==> config.mk <==
export PLATFORM = sky130hd
export DESIGN_NAME = chkv_ctrl
export DESIGN_NICKNAME = d
export VERILOG_FILES = /design/src/chkv_pkg.sv /design/src/chkv_ctrl.sv
export SDC_FILE = /design/constraint.sdc
export NUM_CORES = 1
export LEC_CHECK = 0
export BUFFER_PORTS_ARGS = -buffer_cell sky130_fd_sc_hd__buf_2
export CORE_MARGIN = 2
export CORE_UTILIZATION = 30
export DETAILED_ROUTE_END_ITERATION = 12
export PLACE_DENSITY = 0.7
export SLEW_MARGIN = 10
export SYNTH_ARGS = -nofsm -noshare
export SYNTH_HDL_FRONTEND = slang
export SYNTH_SLANG_ARGS = --single-unit
==> constraint.sdc <==
create_clock -name clk -period 1.6 [get_ports clk]
set_input_delay 0.16 -clock clk [delete_from_list [all_inputs] [get_ports clk]]
set_output_delay 0.16 -clock clk [all_outputs]
set_load 0.005 [all_outputs]
==> src/chkv_pkg.sv <==
// Shared types and codes for the chained hash key-value table.
`default_nettype none
package chkv_pkg;
    localparam logic [1:0] KIND_PUT = 2'd0;
    localparam logic [1:0] KIND_GET = 2'd1;
    localparam logic [1:0] KIND_REMOVE = 2'd2;
    localparam logic [31:0] HASH_MASK = 32'h7fff_ffff;

    typedef struct packed {
        logic [1:0] kind;
        logic signed [31:0] key;
        logic [31:0] value;
    } in_item_t;

    typedef struct packed {
        logic found;
        logic [31:0] value_out;
        logic released_valid;
        logic [31:0] released_value;
        logic status;
        logic [8:0] entry_count;
    } out_item_t;

    typedef enum logic [3:0] {
        ST_INIT, ST_IDLE, ST_HEAD, ST_WALK, ST_CMP, ST_PUTNEW, ST_PUTFREE,
        ST_REMOVE, ST_DONE
    } state_t;

    // Commands from the controller to the datapath.
    typedef struct packed {
        logic init_step;
        logic load_item;
        logic read_head;
        logic read_entry;
        logic advance;
        logic do_replace;
        logic do_get;
        logic do_insert;
        logic do_full;
        logic do_unlink;
        logic do_remove;
        logic do_finish;
        logic read_free;
    } cmd_t;

    // Status from the datapath to the controller.
    typedef struct packed {
        logic init_done;
        logic cur_nil;
        logic key_match;
        logic walk_limit;
        logic free_nil;
        logic [1:0] kind;
    } stat_t;
endpackage
`default_nettype wire

==> src/chkv_ctrl.sv <==
// Controller state machine for the chained hash key-value table.
`default_nettype none
module chkv_ctrl (
    input  wire logic clk,
    input  wire logic rst_n,
    input  wire logic in_valid,
    output logic in_stall,
    output logic out_valid,
    input  wire logic out_stall,
    input  wire chkv_pkg::stat_t stat,
    output chkv_pkg::cmd_t cmd
);
    import chkv_pkg::*;

    state_t state_reg, state_next;
    logic out_valid_reg, out_valid_next;

    always_ff @(posedge clk or negedge rst_n)
    begin
        if (!rst_n)
        begin
            state_reg <= ST_INIT;
            out_valid_reg <= 1'b0;
        end
        else
        begin
            state_reg <= state_next;
            out_valid_reg <= out_valid_next;
        end
    end

    assign out_valid = out_valid_reg;

    // Next state and command decode.
    always_comb
    begin
        state_next = state_reg;
        cmd = '0;
        out_valid_next = out_valid_reg && out_stall;
        in_stall = 1'b1;
        case (state_reg)
            ST_INIT:
            begin
                cmd.init_step = 1'b1;
                if (stat.init_done)
                    state_next = ST_IDLE;
            end
            ST_IDLE:
            begin
                in_stall = out_valid_reg && out_stall;
                if (in_valid && !in_stall)
                begin
                    cmd.load_item = 1'b1;
                    state_next = ST_HEAD;
                end
            end
            ST_HEAD:
            begin
                cmd.read_head = 1'b1;
                state_next = ST_WALK;
            end
            ST_WALK:
            begin
                if (stat.cur_nil || stat.walk_limit)
                begin
                    if (stat.kind == KIND_PUT)
                    begin
                        cmd.read_free = 1'b1;
                        state_next = ST_PUTNEW;
                    end
                    else
                        state_next = ST_DONE;
                end
                else
                begin
                    cmd.read_entry = 1'b1;
                    state_next = ST_CMP;
                end
            end
            ST_CMP:
            begin
                if (stat.key_match)
                begin
                    case (stat.kind)
                        KIND_PUT:
                        begin
                            cmd.do_replace = 1'b1;
                            state_next = ST_DONE;
                        end
                        KIND_GET:
                        begin
                            cmd.do_get = 1'b1;
                            state_next = ST_DONE;
                        end
                        KIND_REMOVE:
                        begin
                            cmd.do_unlink = 1'b1;
                            state_next = ST_REMOVE;
                        end
                        default: state_next = ST_DONE;
                    endcase
                end
                else
                begin
                    cmd.advance = 1'b1;
                    state_next = ST_WALK;
                end
            end
            ST_PUTNEW:
            begin
                if (stat.free_nil)
                begin
                    cmd.do_full = 1'b1;
                    state_next = ST_DONE;
                end
                else
                begin
                    cmd.do_insert = 1'b1;
                    state_next = ST_PUTFREE;
                end
            end
            ST_PUTFREE:
            begin
                state_next = ST_DONE;
            end
            ST_REMOVE:
            begin
                cmd.do_remove = 1'b1;
                state_next = ST_DONE;
            end
            ST_DONE:
            begin
                if (!(out_valid_reg && out_stall))
                begin
                    cmd.do_finish = 1'b1;
                    out_valid_next = 1'b1;
                    state_next = ST_IDLE;
                end
            end
            default: state_next = ST_IDLE;
        endcase
    end
endmodule
`default_nettype wire

-- Word-level counts from Yosys, hierarchy flattened
Index checks and enable logic that the tools add are counted.
- add/sub/neg operators: 0
- multipliers: 0
- divide/modulo/power cells: 0
- magnitude comparators: 0
- equal/unequal tests: 13
- shift-type cells: 0
- mux-type cells: 33
- bitwise gates (word level): 0
- reduce and logical (&&, ||, !) cells: 8
- operators with widths (operator ; number):
    $mux W4 ; 8
    $pmux W4 S8 ; 1
    $mux W1 ; 21
    $eq A4 B3 Y1 const B ; 4
    $eq A4 B2 Y1 const B ; 2
    $ne A2 B2 Y1 const B ; 3
    $eq A4 B1 Y1 const B ; 1
    $eq A4 B4 Y1 const B ; 1
    $logic_not A4 Y1 ; 1
    $mux W2 ; 2
    $mux W3 ; 1
    $reduce_and A3 Y1 ; 1
    $eq A2 B1 Y1 const B ; 1
    $eq A2 B2 Y1 const B ; 1
    $logic_and A1 B1 Y1 ; 2
    $logic_not A2 Y1 ; 1
    $reduce_or A2 Y1 ; 1
    $logic_not A1 Y1 ; 1
    $logic_or A1 B1 Y1 ; 1
- flip-flop bits (word level): 5
- latch bits: 0
- RAM bits: 0
- bits in read-only memories: 0
- output and inout bits: 15
- word-level logic and storage cells: 56
- memories kept: 0

-- Logic depth before layout (Yosys ltp)
- depth after elaboration: 5
- gate-level depth with buffers: 5
- depth with buffers taken out: 4

-- Worst setup path after synthesis
Ideal clock, no wire load.
- path type: flip-flop to flip-flop
- start point: reg state_reg[0]
- end point: reg state_reg[0]
- setup time: 0.086 ns
- data arrival time: 1.268 ns
- required time: 1.514 ns
- slack: 0.246 ns
- stages on the path, launching flop included: 6
- path buffers: 1
- path through: dfrtp_1 > buf_6 > nand2_4 > or4_4 > nand2b_4 > a32oi_2
- longest elaborated chain between the ends: 3
- elaborated cells on any way between the ends: 15
- those cells by class: 11 x eq/ne; 1 x mux; 3 x reduce/logical
- RTL lines (element ; RTL line ; source):
    start: declaration ; chkv_ctrl.sv:15 ; state_t state_reg, state_next;
    start signal: assignment ; chkv_ctrl.sv:27 ; state_reg <= state_next;
    $eq A4 B3 Y1 (tied with other cells) ; chkv_ctrl.sv:41 ; case (state_reg)
    $reduce_or A2 Y1 (no line) or $ne A2 B2 Y1 (tied branches) ; - ;
    $pmux W4 S8 or $reduce_and A3 Y1 (tied branches) ; - ;
Parallel ways exist; a longest one is shown, timed or not.
A chain may end at the register's enable or synchronous reset.

==> impl_metrics.csv <==
group,metric,value,unit
synth,synth_most_common_cell,"nor2_1",
pwr,vdd_drop_max,0.000644,V
floorplan,rows,14,
detailed_routing,wl_met2,815,um
detailed_routing,ant_nets,0,
synth,syn_area,465,um2
sta,fin_crit_sh,1.04,
detailed_routing,met3_length,59,um
sta,hold_slack,0.259,ns
placed_design,routabilityCongestion,0.827,
cells_and_area,final_layout_size_suffix_gt1_frac,0.566,
global_route,grt_usage,0.176,
pwr,clkPwrFrac,0.132,
critical_path,critPathMaxStageDelay,0.56,ns
cells_and_area,synthToLayoutAreaGrowth,68.8,%
cells_and_area,largest_register_ffs,4,
pwr,swShare,0.419,
synth,syn_inst,62,
critical_path,cp_cell_sequence,"or4_4, nand2b_4, inv_2, buf_6",
critical_path,reg2reg_depth,4,
synth,synth.avg_cell_area,7.51,um2
synth,synth_edf_count,0,
global_route,grt_pass1_wl,2440,um
pwr,seqPwrFrac,0.206,
global_route,grt_overflow,0,
floorplan,dieArea,1880,um2
synth,synth_common_cells,"nor2_1 (10), nand2_1 (6), dfrtp_1 (5), nand2b_1 (4)",
detailed_routing,first_pass_iters,4,
placed_design,post-place-ws,0.159,ns
job,maxCapViolations,0,
placed_design,dpl.hpwl,1050,um
synth,synth_area_leaders,"dfrtp_1 (27%), nor2_1 (8.1%), nand2b_1 (5.4%)",
synth,yosys_warnings,0,
sta,drv_slew,0,
detailed_routing,avgViaCountPerCell,5.29,
pwr,combPwrFrac,0.661,
critical_path,cp_num_buf_inv,2,
detailed_routing,drt_iter0_drc,20,
clocking,path_clk_slew,0.04,ns
clocking,numCtsBuffers,3,
synth,synth_top_area_frac,0.269,
floorplan,fp.dieH,43.4,um
cells_and_area,antennaDiodeCount,0,
critical_path,critPathCaptureType,"primary output",
synth,synth.distinct_cells,31,
synth,ys_seq_area_frac,0.269,
clocking,cts_tree,"yes",
critical_path,cp.required,1.44,ns
synth,synth_top_area_cell,"dfrtp_1",
floorplan,start_util,0.316,
global_route,antenna_found_initial,0,
floorplan,ioPinCount,26,
global_route,grt_pass1_vias,579,
worst_hold_path,min_path_type,"in -> async",
clocking,root_buffer,"clkbuf_4",
critical_path,critPathTopFamily,"simple AND/OR/NAND/NOR gates",
critical_path,arrival,1.51,ns
pwr,switching_power,454,uW
clocking,htreeDepth,1,
detailed_routing,met1Wirelength,593,um
synth,synth_seq_cells,5,
synth,syn-num-nets,73,
clocking,cts.sinks,5,
sta,finClkSkew,0.00106,ns
cells_and_area,num-nets-final,111,
floorplan,die_w,43.4,um
detailed_routing,drc,0,
critical_path,startpoint_type,"flip-flop",
clocking,clockBufferDepth,2,
sta,max_slew.worst_pin.slew,0.276,ns
critical_path,r2r_end,"state_reg[0]",
critical_path,path_depth,4,
sta,hold_violations,0,
synth,async_flop_share,1.00,
synth,synth_ff_type,"dfrtp_1",
sta,setup_violations,1,
pwr,power.density,1380,nW/um2
floorplan,coreArea,1470,um2
critical_path,path_class,"reg -> out",
placed_design,io_buffers,25,
clocking,clk-insertion-delay-late,0.24,ns
critical_path,slowest_stage,"or4_4",
detailed_routing,routedWlPerCell,13.1,um
sta,finalWorstSetupSlack,-0.0694,ns
sta,min_period,1.67,ns
sta,rsz0062_at_grt,"yes",
status,violations,"setup timing",
status,status,"complete, but fails checks",
sta,slew_headroom,0.814,
detailed_routing,highest_layer,"met4",
critical_path,worstReg2RegStart,"state_reg[2]",
detailed_routing,vias,608,
critical_path,crit_fanout,5,
sta,max_freq,599,MHz
critical_path,cp-startpoint,"state_reg[2]",
pwr,p_int,630,uW
pwr,total_leakage_power,0.430,nW
global_route,grt_max_degree,11,
critical_path,reg2reg_setup_slack,0.08,ns
critical_path,worstSetupEndpoint,"cmd[0]",
detailed_routing,wl,1510,um
## per-layer routing
layer / vias up / GRT usage
met2: 14 / 0.290
met3: 6 / 0.0333
met4: 0 / 0.109
li1: 300 / -
met5: - / 0
met1: 288 / 0.211
## how the worst min path moves through the flow
stage	slack (ns)	depth (start not counted)	end
2_1_floorplan	-0.14	0	out_valid
3_3_place_gp	-0.03	1	state_reg[1]
3_5_place_dp	-0.02	1	state_reg[1]
4_1_cts	0.21	3	out_valid
5_1_grt	0.27	2	out_valid
6_report	0.26	2	out_valid
## through the flow
stage / cells / area [um2] / setup TNS, ns / power, mW / util
4_1_cts: 112 / 704 / -0.0693 / 0.934 / 0.479
2_1_floorplan: 62 / 465 / 0 / 0.567 / -
3_5_place_dp: 103 / 618 / 0 / 0.733 / 0.420
3_3_place_gp: 103 / 618 / 0 / 0.725 / 0.420
5_1_grt: 115 / 786 / -0.379 / 1.18 / 0.534
6_report: 115 / 786 / -0.0694 / 1.08 / 0.534
## layout by cell type (no fill, tap or decap), types with 2 or more instances in the layout
cell type and count:
nor2_2 2, dfrtp_1 5, buf_4 9, nor2_1 7, nand2b_1 4, nand2_1 5, nand3_2 2, clkbuf_4 3
a21oi_1 2, buf_2 24, buf_6 3, nor2b_1 2
## cell families after synthesis
kind of cell	Yosys count	share of synthesized area
and+or+nand+nor	38	0.462
buffers and inverters	6	0.0645
DFF	5	0.269
AOI/OAI and AO/OA	13	0.204
## timing repair
action	in CTS	in global routing
endpoints found under the setup margin	4	11
gates resized for setup	5	14
hold buffers	1	0
pin swaps	0	5
buffers inserted	4	3
hold endpoints to repair	5	0
## area by class of cell
cell class	instances	area (um2)
inverter	2	7.51
multi-input combinational	51	375
clock buffer	4	26.3
fill	154	686
sequential	5	125
timing repair buffer	37	231
tap	16	20.0
## power groups by stage
stage / Sequential (mW) / Clock (mW) / Combinational, mW
2_1_floorplan: 0.197 / 0 / 0.370
3_3_place_gp: 0.218 / 0 / 0.507
3_5_place_dp: 0.220 / 0 / 0.513
4_1_cts: 0.216 / 0.150 / 0.568
5_1_grt: 0.231 / 0.160 / 0.791
6_report: 0.224 / 0.143 / 0.717
(Power assumes the default switching activity.)
